<file path="src/hw/rtl/ttrc_pkg.sv">
// ----------------------------------------------------------------------------
// ttrc_pkg: shared types and constants for the touch to rgb color block
// field widths, hue sector codes, job record passed from front to back
// ----------------------------------------------------------------------------
package ttrc_pkg;

  localparam int X_W         = 9;
  localparam int Y_W         = 8;
  localparam int C_W         = 8;
  localparam int H3_W        = 11;
  localparam int SEC_W       = 3;
  localparam int FR_W        = 8;
  localparam int TERM_W      = 16;
  localparam int NUM_W       = 24;
  localparam int RECIP_SHIFT = 24;
  localparam int CIDX_W      = 2;
  localparam int COMP_N      = 4;

  localparam int SECTOR_SPAN_I  = 160;
  localparam int SEC_FULL_MAX   = (3 * ((1 << X_W) - 1)) / SECTOR_SPAN_I;
  localparam int SEC_FULL_W     = $clog2(SEC_FULL_MAX + 1);

  localparam int QDEPTH  = 2;
  localparam int QPTR_W  = 1;
  localparam int QCNT_W  = 2;

  localparam logic [X_W-1:0]    HUE_WRAP_X  = 9'd320;
  localparam logic [H3_W-1:0]   SECTOR_SPAN = 11'd160;
  localparam logic [TERM_W-1:0] FULL_TERM   = 16'd40800;
  localparam logic [C_W-1:0]    C_MAX       = 8'hFF;

  // hue sectors
  localparam logic [SEC_W-1:0] SEC_RY = 3'd0;
  localparam logic [SEC_W-1:0] SEC_YG = 3'd1;
  localparam logic [SEC_W-1:0] SEC_GC = 3'd2;
  localparam logic [SEC_W-1:0] SEC_CB = 3'd3;
  localparam logic [SEC_W-1:0] SEC_BM = 3'd4;
  localparam logic [SEC_W-1:0] SEC_MR = 3'd5;

  // component slots computed per job
  localparam logic [CIDX_W-1:0] CMP_V = 2'd0;
  localparam logic [CIDX_W-1:0] CMP_P = 2'd1;
  localparam logic [CIDX_W-1:0] CMP_Q = 2'd2;
  localparam logic [CIDX_W-1:0] CMP_T = 2'd3;

  typedef struct packed {
    logic [SEC_W-1:0] sector;
    logic [FR_W-1:0]  frac;
    logic [Y_W-1:0]   y;
  } job_t;

  typedef struct packed {
    logic valid;
    logic ready;
  } qstat_t;

endpackage

</file>
<file path="src/hw/rtl/ttrc_in_if.sv">
// ----------------------------------------------------------------------------
// ttrc_in_if: touch sample channel
// valid/ready handshake carrying one touch sample per beat
// ----------------------------------------------------------------------------
interface ttrc_in_if;
  logic                     valid;
  logic                     ready;
  logic                     touch_valid;
  logic [ttrc_pkg::X_W-1:0] touch_x;
  logic [ttrc_pkg::Y_W-1:0] touch_y;

  modport source (output valid, output touch_valid, output touch_x, output touch_y,
                  input ready);
  modport sink   (input valid, input touch_valid, input touch_x, input touch_y,
                  output ready);
endinterface

</file>
<file path="src/hw/rtl/ttrc_out_if.sv">
// ----------------------------------------------------------------------------
// ttrc_out_if: rgb result channel
// valid/ready handshake carrying one color triple per beat
// ----------------------------------------------------------------------------
interface ttrc_out_if;
  logic                     valid;
  logic                     ready;
  logic [ttrc_pkg::C_W-1:0] red;
  logic [ttrc_pkg::C_W-1:0] green;
  logic [ttrc_pkg::C_W-1:0] blue;

  modport source (output valid, output red, output green, output blue, input ready);
  modport sink   (input valid, input red, input green, input blue, output ready);
endinterface

</file>
<file path="src/hw/rtl/ttrc_queue.sv">
// ----------------------------------------------------------------------------
// ttrc_queue: short job queue between front and back
// two-entry fifo, lets the front accept while the back is busy
// ----------------------------------------------------------------------------
module ttrc_queue (
  input  logic              clk,
  input  logic              rst_n,
  input  logic              push,
  input  ttrc_pkg::job_t    push_job,
  input  logic              pop,
  output ttrc_pkg::job_t    head_job,
  output ttrc_pkg::qstat_t  stat
);

  ttrc_pkg::job_t                  mem [ttrc_pkg::QDEPTH];
  logic [ttrc_pkg::QPTR_W-1:0]     wr_ptr_r, wr_ptr_nxt;
  logic [ttrc_pkg::QPTR_W-1:0]     rd_ptr_r, rd_ptr_nxt;
  logic [ttrc_pkg::QCNT_W-1:0]     cnt_r, cnt_nxt;

  assign stat.valid = (cnt_r != '0);
  assign stat.ready = (cnt_r != ttrc_pkg::QCNT_W'(ttrc_pkg::QDEPTH));
  assign head_job   = mem[rd_ptr_r];

  always_comb begin
    wr_ptr_nxt = push ? wr_ptr_r + 1'b1 : wr_ptr_r;
    rd_ptr_nxt = pop  ? rd_ptr_r + 1'b1 : rd_ptr_r;
    cnt_nxt    = cnt_r + ttrc_pkg::QCNT_W'(push) - ttrc_pkg::QCNT_W'(pop);
  end

  always_ff @(posedge clk) begin
    if (!rst_n) begin
      wr_ptr_r <= '0;
      rd_ptr_r <= '0;
      cnt_r    <= '0;
    end else begin
      wr_ptr_r <= wr_ptr_nxt;
      rd_ptr_r <= rd_ptr_nxt;
      cnt_r    <= cnt_nxt;
    end
  end

  always_ff @(posedge clk) begin
    if (push) begin
      mem[wr_ptr_r] <= push_job;
    end
  end

endmodule

</file>
<file path="src/hw/rtl/ttrc_front.sv">
// ----------------------------------------------------------------------------
// ttrc_front: touch sample filter and hue classifier
// drops idle and repeated samples, splits hue into sector and fraction
// ----------------------------------------------------------------------------
module ttrc_front (
  input  logic              clk,
  input  logic              rst_n,
  ttrc_in_if.sink           in_chan,
  input  ttrc_pkg::qstat_t  q_stat,
  output logic              push,
  output ttrc_pkg::job_t    push_job
);

  logic [ttrc_pkg::X_W-1:0]        last_x_r, last_x_nxt;
  logic [ttrc_pkg::Y_W-1:0]        last_y_r, last_y_nxt;
  logic                            beat;
  logic                            moved;
  logic [ttrc_pkg::H3_W-1:0]       h3;
  logic [ttrc_pkg::H3_W-1:0]       rem_full;
  logic [ttrc_pkg::SEC_FULL_W-1:0] sec_full;

  assign in_chan.ready = q_stat.ready;
  assign beat  = in_chan.valid && in_chan.ready;
  assign moved = (in_chan.touch_x != last_x_r) || (in_chan.touch_y != last_y_r);
  assign push  = beat && in_chan.touch_valid && moved;

  // hue*3/... in units of 1/160 sector; full circle wraps to zero
  always_comb begin
    if (in_chan.touch_x == ttrc_pkg::HUE_WRAP_X) begin
      h3 = '0;
    end else begin
      h3 = ttrc_pkg::H3_W'(in_chan.touch_x) + ttrc_pkg::H3_W'({in_chan.touch_x, 1'b0});
    end
    sec_full = '0;
    for (int k = 1; k <= ttrc_pkg::SEC_FULL_MAX; k++) begin
      if (h3 >= ttrc_pkg::H3_W'(k * ttrc_pkg::SECTOR_SPAN_I)) begin
        sec_full = ttrc_pkg::SEC_FULL_W'(k);
      end
    end
    rem_full = h3 - ttrc_pkg::H3_W'(ttrc_pkg::H3_W'(sec_full) * ttrc_pkg::SECTOR_SPAN);
    push_job.frac = rem_full[ttrc_pkg::FR_W-1:0];
    push_job.y    = in_chan.touch_y;
    // past a full circle the last sector applies
    if (sec_full > ttrc_pkg::SEC_FULL_W'(ttrc_pkg::SEC_MR)) begin
      push_job.sector = ttrc_pkg::SEC_MR;
    end else begin
      push_job.sector = sec_full[ttrc_pkg::SEC_W-1:0];
    end
  end

  always_comb begin
    last_x_nxt = push ? in_chan.touch_x : last_x_r;
    last_y_nxt = push ? in_chan.touch_y : last_y_r;
  end

  always_ff @(posedge clk) begin
    if (!rst_n) begin
      last_x_r <= '0;
      last_y_r <= '0;
    end else begin
      last_x_r <= last_x_nxt;
      last_y_r <= last_y_nxt;
    end
  end

endmodule

</file>
<file path="src/hw/rtl/ttrc_back.sv">
// ----------------------------------------------------------------------------
// ttrc_back: hsv to rgb arithmetic
// one pipelined scale-and-divide unit shared by the v, p, q, t components
// ----------------------------------------------------------------------------
module ttrc_back #(
  parameter int TOUCH_HEIGHT = 240
) (
  input  logic                     clk,
  input  logic                     rst_n,
  input  ttrc_pkg::qstat_t         q_stat,
  input  ttrc_pkg::job_t           head_job,
  output logic                     pop,
  input  logic [ttrc_pkg::C_W-1:0] sat,
  ttrc_out_if.source               out_chan
);

  localparam int DIV     = ttrc_pkg::SECTOR_SPAN_I * TOUCH_HEIGHT;
  localparam int DIV_W   = $clog2(DIV + 1);
  localparam int RECIP   = (1 << ttrc_pkg::RECIP_SHIFT) / DIV;
  localparam int RECIP_W = $clog2(RECIP + 1);
  localparam int PROD_W  = ttrc_pkg::NUM_W + RECIP_W;
  localparam int Q_W     = (RECIP_W > 9) ? RECIP_W : 9;
  localparam int QD_W    = ttrc_pkg::C_W + DIV_W;

  localparam int NW = ttrc_pkg::NUM_W;
  localparam int TW = ttrc_pkg::TERM_W;
  localparam int CW = ttrc_pkg::C_W;
  localparam int IW = ttrc_pkg::CIDX_W;

  logic                 busy_r, busy_nxt;
  logic                 iss_on_r, iss_on_nxt;
  logic [IW-1:0]        iss_cnt_r, iss_cnt_nxt;
  ttrc_pkg::job_t       job_r;

  logic                 p1_vld_r, p2_vld_r, p3_vld_r, p4_vld_r;
  logic [IW-1:0]        p1_idx_r, p2_idx_r, p3_idx_r, p4_idx_r;
  logic [TW-1:0]        p1_term_r;
  logic [NW-1:0]        p2_num_r, p3_num_r, p4_num_r;
  logic [PROD_W-1:0]    p3_prod_r;
  logic [CW-1:0]        p4_q_r;
  logic                 p4_clip_r;
  logic [QD_W-1:0]      p4_qd_r;

  logic [CW-1:0]        comp_r [ttrc_pkg::COMP_N];
  logic [CW-1:0]        comp_nxt [ttrc_pkg::COMP_N];

  logic                 out_vld_r, out_vld_nxt;
  logic [CW-1:0]        red_r, green_r, blue_r;
  logic [CW-1:0]        red_nxt, green_nxt, blue_nxt;

  logic                 out_beat;
  logic                 done;
  logic [CW-1:0]        frac_sel;
  logic [TW-1:0]        sf;
  logic [TW-1:0]        term;
  logic [Q_W-1:0]       q0;
  logic [NW-1:0]        rem;
  logic [CW:0]          qc;
  logic [CW-1:0]        res;
  logic [CW-1:0]        cv, cp, cq, ct;

  assign out_beat = out_vld_r && out_chan.ready;
  assign pop      = q_stat.valid && !busy_r && (!out_vld_r || out_chan.ready);
  assign done     = p4_vld_r && (p4_idx_r == ttrc_pkg::CMP_T);

  // stage 1 operand: scaled by 160 so all four share one divisor
  always_comb begin
    frac_sel = (iss_cnt_r == ttrc_pkg::CMP_Q) ? job_r.frac :
               CW'(ttrc_pkg::SECTOR_SPAN_I) - job_r.frac;
    sf = TW'(sat) * TW'(frac_sel);
    unique case (iss_cnt_r)
      ttrc_pkg::CMP_V: term = ttrc_pkg::FULL_TERM;
      ttrc_pkg::CMP_P: term = TW'(TW'(ttrc_pkg::C_MAX - sat) * TW'(ttrc_pkg::SECTOR_SPAN_I));
      default:         term = ttrc_pkg::FULL_TERM - sf;
    endcase
  end

  assign q0 = Q_W'(p3_prod_r >> ttrc_pkg::RECIP_SHIFT);

  // one-step correction of the reciprocal estimate, then clip
  always_comb begin
    rem = p4_num_r - NW'(p4_qd_r);
    qc  = {1'b0, p4_q_r} + (CW+1)'(rem >= NW'(DIV));
    res = (p4_clip_r || qc[CW]) ? ttrc_pkg::C_MAX : qc[CW-1:0];
    for (int i = 0; i < ttrc_pkg::COMP_N; i++) begin
      comp_nxt[i] = comp_r[i];
    end
    if (p4_vld_r) begin
      comp_nxt[p4_idx_r] = res;
    end
  end

  always_comb begin
    cv = comp_nxt[ttrc_pkg::CMP_V];
    cp = comp_nxt[ttrc_pkg::CMP_P];
    cq = comp_nxt[ttrc_pkg::CMP_Q];
    ct = comp_nxt[ttrc_pkg::CMP_T];
    red_nxt   = red_r;
    green_nxt = green_r;
    blue_nxt  = blue_r;
    if (done) begin
      unique case (job_r.sector)
        ttrc_pkg::SEC_RY: begin red_nxt = cv; green_nxt = ct; blue_nxt = cp; end
        ttrc_pkg::SEC_YG: begin red_nxt = cq; green_nxt = cv; blue_nxt = cp; end
        ttrc_pkg::SEC_GC: begin red_nxt = cp; green_nxt = cv; blue_nxt = ct; end
        ttrc_pkg::SEC_CB: begin red_nxt = cp; green_nxt = cq; blue_nxt = cv; end
        ttrc_pkg::SEC_BM: begin red_nxt = ct; green_nxt = cp; blue_nxt = cv; end
        default:          begin red_nxt = cv; green_nxt = cp; blue_nxt = cq; end
      endcase
    end
  end

  always_comb begin
    busy_nxt    = busy_r;
    iss_on_nxt  = iss_on_r;
    iss_cnt_nxt = iss_cnt_r;
    out_vld_nxt = out_vld_r;
    if (out_beat) begin
      out_vld_nxt = 1'b0;
    end
    if (done) begin
      busy_nxt    = 1'b0;
      out_vld_nxt = 1'b1;
    end
    if (iss_on_r) begin
      iss_cnt_nxt = iss_cnt_r + 1'b1;
      if (iss_cnt_r == ttrc_pkg::CMP_T) begin
        iss_on_nxt = 1'b0;
      end
    end
    if (pop) begin
      busy_nxt    = 1'b1;
      iss_on_nxt  = 1'b1;
      iss_cnt_nxt = ttrc_pkg::CMP_V;
    end
  end

  always_ff @(posedge clk) begin
    if (!rst_n) begin
      busy_r    <= 1'b0;
      iss_on_r  <= 1'b0;
      iss_cnt_r <= '0;
      out_vld_r <= 1'b0;
      p1_vld_r  <= 1'b0;
      p2_vld_r  <= 1'b0;
      p3_vld_r  <= 1'b0;
      p4_vld_r  <= 1'b0;
    end else begin
      busy_r    <= busy_nxt;
      iss_on_r  <= iss_on_nxt;
      iss_cnt_r <= iss_cnt_nxt;
      out_vld_r <= out_vld_nxt;
      p1_vld_r  <= iss_on_r;
      p2_vld_r  <= p1_vld_r;
      p3_vld_r  <= p2_vld_r;
      p4_vld_r  <= p3_vld_r;
    end
  end

  always_ff @(posedge clk) begin
    if (pop) begin
      job_r <= head_job;
    end
    p1_idx_r  <= iss_cnt_r;
    p1_term_r <= term;
    p2_idx_r  <= p1_idx_r;
    p2_num_r  <= NW'(job_r.y) * NW'(p1_term_r);
    p3_idx_r  <= p2_idx_r;
    p3_num_r  <= p2_num_r;
    p3_prod_r <= PROD_W'(p2_num_r) * PROD_W'(RECIP);
    p4_idx_r  <= p3_idx_r;
    p4_num_r  <= p3_num_r;
    p4_q_r    <= q0[CW-1:0];
    p4_clip_r <= |q0[Q_W-1:CW];
    p4_qd_r   <= QD_W'(q0[CW-1:0]) * QD_W'(DIV);
    for (int i = 0; i < ttrc_pkg::COMP_N; i++) begin
      comp_r[i] <= comp_nxt[i];
    end
    red_r   <= red_nxt;
    green_r <= green_nxt;
    blue_r  <= blue_nxt;
  end

  assign out_chan.valid = out_vld_r;
  assign out_chan.red   = red_r;
  assign out_chan.green = green_r;
  assign out_chan.blue  = blue_r;

endmodule

</file>
<file path="src/hw/rtl/touch_to_rgb_color.sv">
// ----------------------------------------------------------------------------
// touch_to_rgb_color: touch position to rgb color
// hue from x, value from y, saturation from a register
// ----------------------------------------------------------------------------
// in_chan takes one touch sample per beat (touch_valid, touch_x, touch_y).
// a sample with touch_valid low, or at the last stored position, is taken
// and gives no result; any other sample is stored and gives one beat on
// out_chan with red, green and blue bytes.
// cfg_we/cfg_wdata write the saturation register (255 after reset); write
// it only while no sample is in flight. zero saturation gives gray.
// a result beat follows its input beat through the queue, the back end and
// its output register. the back end issues the four components in turn (v,
// p, q, t), then runs each through the four-stage scale, reciprocal multiply
// and correction pipeline and the output register; it takes the next sample
// only when it is done with the previous one.
// a two-entry job queue sits between the filter and the arithmetic, so the
// input keeps taking beats while a result waits; when the receiver stalls
// the result holds, the queue fills and in_chan.ready drops.
// reset clears the stored position to (0,0), the queue and the output.
// ----------------------------------------------------------------------------
module touch_to_rgb_color #(
  parameter int TOUCH_HEIGHT = 240
) (
  input  logic                     clk,
  input  logic                     rst_n,
  ttrc_in_if.sink                  in_chan,
  ttrc_out_if.source               out_chan,
  input  logic                     cfg_we,
  input  logic [ttrc_pkg::C_W-1:0] cfg_wdata
);

  logic [ttrc_pkg::C_W-1:0] sat_r, sat_nxt;
  logic                     push;
  logic                     pop;
  ttrc_pkg::job_t           push_job;
  ttrc_pkg::job_t           head_job;
  ttrc_pkg::qstat_t         q_stat;

  assign sat_nxt = cfg_we ? cfg_wdata : sat_r;

  always_ff @(posedge clk) begin
    if (!rst_n) begin
      sat_r <= ttrc_pkg::C_MAX;
    end else begin
      sat_r <= sat_nxt;
    end
  end

  ttrc_front u_front (
    .clk      (clk),
    .rst_n    (rst_n),
    .in_chan  (in_chan),
    .q_stat   (q_stat),
    .push     (push),
    .push_job (push_job)
  );

  ttrc_queue u_queue (
    .clk      (clk),
    .rst_n    (rst_n),
    .push     (push),
    .push_job (push_job),
    .pop      (pop),
    .head_job (head_job),
    .stat     (q_stat)
  );

  ttrc_back #(
    .TOUCH_HEIGHT (TOUCH_HEIGHT)
  ) u_back (
    .clk      (clk),
    .rst_n    (rst_n),
    .q_stat   (q_stat),
    .head_job (head_job),
    .pop      (pop),
    .sat      (sat_r),
    .out_chan (out_chan)
  );

  a_push_has_room: assert property (@(posedge clk) disable iff (!rst_n)
    push |-> q_stat.ready)
    else $error("job pushed into a full queue");

  a_no_job_for_idle_touch: assert property (@(posedge clk) disable iff (!rst_n)
    (in_chan.valid && in_chan.ready && !in_chan.touch_valid) |-> !push)
    else $error("idle touch sample produced a job");

  a_one_job_at_a_time: assert property (@(posedge clk) disable iff (!rst_n)
    pop |=> !pop)
    else $error("back end took two jobs in a row");

  a_pop_needs_job: assert property (@(posedge clk) disable iff (!rst_n)
    pop |-> q_stat.valid)
    else $error("back end popped an empty queue");

endmodule

</file>
<file path="src/flat_wrapper.sv">
// flat-port wrapper written by rule: the top's interface ports become plain ports
module touch_to_rgb_color_flat 
#(
  parameter int TOUCH_HEIGHT = 240
)
  (clk, rst_n, cfg_we, cfg_wdata, in_chan_valid, in_chan_touch_valid, in_chan_touch_x, in_chan_touch_y, in_chan_ready, out_chan_valid, out_chan_red, out_chan_green, out_chan_blue, out_chan_ready);
  ttrc_in_if in_chan_i ();
  ttrc_out_if out_chan_i ();
  input  logic clk;
  input  logic rst_n;
  input  logic cfg_we;
  input  logic [ttrc_pkg::C_W-1:0] cfg_wdata;
  input wire logic [$bits(in_chan_i.valid)-1:0] in_chan_valid;
  input wire logic [$bits(in_chan_i.touch_valid)-1:0] in_chan_touch_valid;
  input wire logic [$bits(in_chan_i.touch_x)-1:0] in_chan_touch_x;
  input wire logic [$bits(in_chan_i.touch_y)-1:0] in_chan_touch_y;
  output wire logic [$bits(in_chan_i.ready)-1:0] in_chan_ready;
  output wire logic [$bits(out_chan_i.valid)-1:0] out_chan_valid;
  output wire logic [$bits(out_chan_i.red)-1:0] out_chan_red;
  output wire logic [$bits(out_chan_i.green)-1:0] out_chan_green;
  output wire logic [$bits(out_chan_i.blue)-1:0] out_chan_blue;
  input wire logic [$bits(out_chan_i.ready)-1:0] out_chan_ready;
  assign in_chan_i.valid = in_chan_valid;
  assign in_chan_i.touch_valid = in_chan_touch_valid;
  assign in_chan_i.touch_x = in_chan_touch_x;
  assign in_chan_i.touch_y = in_chan_touch_y;
  assign in_chan_ready = in_chan_i.ready;
  assign out_chan_valid = out_chan_i.valid;
  assign out_chan_red = out_chan_i.red;
  assign out_chan_green = out_chan_i.green;
  assign out_chan_blue = out_chan_i.blue;
  assign out_chan_i.ready = out_chan_ready;
  touch_to_rgb_color #(.TOUCH_HEIGHT(TOUCH_HEIGHT)) u_core (.clk(clk), .rst_n(rst_n), .in_chan(in_chan_i), .out_chan(out_chan_i), .cfg_we(cfg_we), .cfg_wdata(cfg_wdata));
endmodule
</file>
<file path="config.mk">
export PLATFORM = sky130hd
export DESIGN_NAME = touch_to_rgb_color_flat
export DESIGN_NICKNAME = d
export VERILOG_FILES = /design/src/hw/rtl/ttrc_pkg.sv /design/src/hw/rtl/ttrc_in_if.sv /design/src/hw/rtl/ttrc_out_if.sv /design/src/hw/rtl/ttrc_queue.sv /design/src/hw/rtl/ttrc_front.sv /design/src/hw/rtl/ttrc_back.sv /design/src/hw/rtl/touch_to_rgb_color.sv /design/src/flat_wrapper.sv
export SDC_FILE = /design/constraint.sdc
export NUM_CORES = 1
export LEC_CHECK = 0
export ABC_AREA = 1
export BUFFER_PORTS_ARGS = -buffer_cell sky130_fd_sc_hd__buf_2
export CAP_MARGIN = 0
export CORE_ASPECT_RATIO = 0.9
export CORE_MARGIN = 2
export CORE_UTILIZATION = 35
export DETAILED_ROUTE_END_ITERATION = 10
export GPL_ROUTABILITY_DRIVEN = 0
export PLACE_DENSITY = 0.49
export SLEW_MARGIN = 10
export SYNTH_ARGS = -nofsm -noshare
export SYNTH_HDL_FRONTEND = slang
export SYNTH_SLANG_ARGS = --single-unit
</file>
<file path="constraint.sdc">
create_clock -name clk -period 6.9 [get_ports clk]
set_input_delay 1.38 -clock clk [delete_from_list [all_inputs] [get_ports clk]]
set_output_delay 1.38 -clock clk [all_outputs]
set_load 0.02 [all_outputs]
</file>
==> out/metrics.csv <==
stage,metric,value,unit
yosys,register area share after synthesis,28.94,%
die,full die area,0.06156,mm2
setup_path,Worst setup EP type,flip-flop,
placed_design,placed cell area,0.02194,mm2
die,width of the die,261.3,um
placed_design,Inst Count DP,3218,
setup_path,WP data required,7.34,ns
die,Core ar.,0.05865,mm2
setup_path,critical-path maximum fanout,10,
cells_and_area,layout-stage area growth over the synthesis result,10.31,%
timing,Final Max Slew Viols,0,
grt,vias in the first global route,16220,
grt,peak-usage layer in the global routing report,met2,
detailed_routing,Avg Vias per Cell,4.719,
clock_network,CTS sink cnt,261,
yosys,count of flip-flops with a built-in enable after synthesis,81,
detailed_routing,via count,15460,
setup_path,startpoint kind of the worst setup timing path,flip-flop,
timing,slew at the pin closest to its max-slew limit,1.162,ns
timing,worst path setup slack after routing,1.315,ns
clock_network,total CTS buffers,30,
grt,met3 Track Usage GR,1.755,%
detailed_routing,post-detailed-route count of antenna-violating nets,0,
clock_network,worst-skew pair later-pin latency,0.57,ns
detailed_routing,First-pass DRT Iterations,6,
yosys,share of synthesized flip-flops with an asynchronous set or reset,0,%
detailed_routing,Initial DRC Count,852,
cells_and_area,"Net count, final",2941,
timing,post-route minimum period,5.585,ns
grt,global-route met2 utilization,27.17,%
die,number of placement rows,84,
yosys,number of storage elements in the synthesis netlist,261,
cells_and_area,diode count,0,
grt,antenna violations before repair,1,
yosys,netlist area before placement,0.02086,mm2
detailed_routing,final routed wirelength across all metal layers,46940,um
yosys,ys flop type,dfxtp_1,
timing,number of endpoints with negative hold slack in the final report,0,
timing,Peak Freq,179.0,MHz
hold_path,worst min-delay path class,reg2reg,
yosys,net count of the mapped netlist,2899,
setup_path,slowest cell on the critical path,fa_1,
grt,wire length of the first global-routing pass,79660,um
flow_run,Max Cap Violations,0,
yosys,Cells after Synth,2435,
die,Boundary Pins,57,
cells_and_area,ratio of cells with drive above 1 in the final layout,7.117,%
detailed_routing,mean routed wirelength per cell,14.33,um
cells_and_area,Final Instance Count excl. Fillers,3275,
setup_path,critical setup path kind,reg2reg,
die,y dimension of the die,235.6,um
yosys,Yosys cell types,51,
yosys,synthesis warning total,0,
placed_design,worst setup slack before clock tree synthesis,1.307,ns
clock_network,post-cts sizing count,0,
timing,setup TNS after final layout,0,ns
clock_network,hold-fix buffer count after cts,0,
timing,period utilization,80.95,%
clock_network,maximum number of buffers from clock root to sink,3,
grt,pin count of the biggest net entering global routing,31,
placed_design,number of input and output port buffers inserted,56,
outcome,run status,"complete, no violations",
timing,setup repair after global routing missed its margin,false,
setup_path,most frequent cell on the critical path,inv_1,
grt,global router's overall resource usage,15.66,%
timing,worst-case clock skew,0.01589,ns
clock_network,number of H-tree branching levels,1,
setup_path,arrival time at the worst endpoint,6.02,ns
timing,final setup violating endpoints,0,
cells_and_area,most frequent cells in the layout,"inv_1, nand2_1, ha_1",
timing,slew margin rel.,21.91,%
grt,grt met1 use,21.06,%
clock_network,buffers inserted during post-CTS setup optimization,0,
placed_design,half-perimeter wire length after detailed placement,38100,um
die,initial core utilization,35.56,%
cells_and_area,total non-filler cell area in the finished layout,0.02301,mm2
detailed_routing,number of remaining DRC errors,0,
clock_network,clock slew at the register clock pins of the worst setup and hold paths,0.06,ns
clock_network,TritonCTS clock tree,done,
cells_and_area,"most common cell after layout, fill and taps aside",inv_1,
setup_path,longest individual stage delay on the worst path,0.54,ns
grt,GRT Residual Overflow,0,
clock_network,cell at the root of the clock tree,clkbuf_16,
yosys,mean instance size in the synthesized netlist,8.566,um2
-- logic make-up (layout without fill, tap and decap cells) --
| group | Yosys count | count (layout) | synth area share, % |
|---|---|---|---|
| AOI/OAI and AO/OA | 303 | 303 | 7.990 |
| xor gates and xnor gates | 80 | 80 | 3.395 |
| adders and majority gates | 433 | 433 | 32.85 |
| buffers and inverters | 575 | 641 | 10.42 |
| DFF | 261 | 261 | 28.94 |
| muxes | 19 | 19 | 1.026 |
| and+or+nand+nor | 764 | 764 | 15.38 |
-- per-layer routing --
| metal | vias up | wire [um] |
|---|---|---|
| met5 | - | 13 |
| met4 | 2 | 743 |
| met3 | 57 | 1716 |
| met2 | 285 | 22480 |
| met1 | 7396 | 21990 |
| li1 | 7715 | - |
-- state kept, by name (all words and copies together) (netlist names), 2 cells and up --
register	cells
u_core.u_back.p3_num_r	15
u_core.u_back.p3_idx_r	2
u_core.u_back.p1_idx_r	2
u_core.u_back.p3_prod_r	9
u_core.u_front.last_y_r	8
u_core.u_front.last_x_r	9
u_core.u_queue.mem	38
u_core.u_back.job_r	19
u_core.u_back.p2_idx_r	2
u_core.u_back.p4_idx_r	2
u_core.u_back.p2_num_r	24
u_core.u_back.comp_r	32
u_core.u_back.iss_cnt_r	2
u_core.u_back.p4_q_r	8
u_core.u_back.out_chan.red	8
u_core.u_back.p4_qd_r	14
u_core.sat_r	8
u_core.u_back.out_chan.green	8
u_core.u_back.p1_term_r	16
u_core.u_queue.cnt_r	2
u_core.u_back.out_chan.blue	8
u_core.u_back.p4_num_r	15
-- critical path, delay by kind of cell, from the launching register on --
| kind | cells | cell delay (ns) |
|---|---|---|
| and+or+nand+nor | 7 | 0.88 |
| buffers and inverters | 6 | 0.44 |
| AOI/OAI and AO/OA | 8 | 1.15 |
| DFF | 1 | 0.53 |
| adders and majority gates | 6 | 2.46 |
-- stage by stage --
step	util (%)	hold slack, ns
floorplan	-	0.3096
global placement	37.41	0.3144
detailed placement	37.41	0.3121
CTS	39.19	0.3255
global route	39.23	0.3304
finish	39.23	0.3249
-- path summary, 6_finish.rpt --
path | slack, ns | from | cells past startpoint | endpoint
min reg2reg | 0.32 | u_core.u_back.p3_num_r[11] | 0 | u_core.u_back.p4_num_r[11]
max | 1.31 | u_core.u_back.job_r[8] | 27 | u_core.u_back.p1_term_r[14]
max reg2reg | 1.31 | u_core.u_back.job_r[8] | 27 | u_core.u_back.p1_term_r[14]
min | 0.32 | u_core.u_back.p3_num_r[11] | 0 | u_core.u_back.p4_num_r[11]
-- cell type report --
class | instances | area [um2]
clock buffer | 37 | 849.6
inverter | 525 | 1973
tap | 774 | 968.4
multi-input combinational | 1599 | 12660
fill | 5932 | 35640
timing repair buffer | 60 | 330.3
sequential | 261 | 6036
clock inverter | 19 | 191.4
-- Yosys cell counts, drive strengths merged, types with 7 or more instances --
library cell    n  share of area (%)
o2111ai        10               0.42
edfxtp         81                 12
inv           522                9.4
dfxtp         180                 17
nor3           18               0.53
nand2         487                8.9
a21oi         129                3.1
a31oi           8               0.27
nand4          24               0.72
fa            191                 18
clkbuf         44               0.80
o21bai          7               0.25
nand3          62                1.8
o21ai         125                3.0
mux2           19                1.0
xor2           50                2.1
ha            242                 15
nor2          148                2.7
xnor2          30                1.3
or2            12               0.36
Power is not shown: default switching activity piles up to over one toggle a cycle in this logic, so the estimate is an artifact.
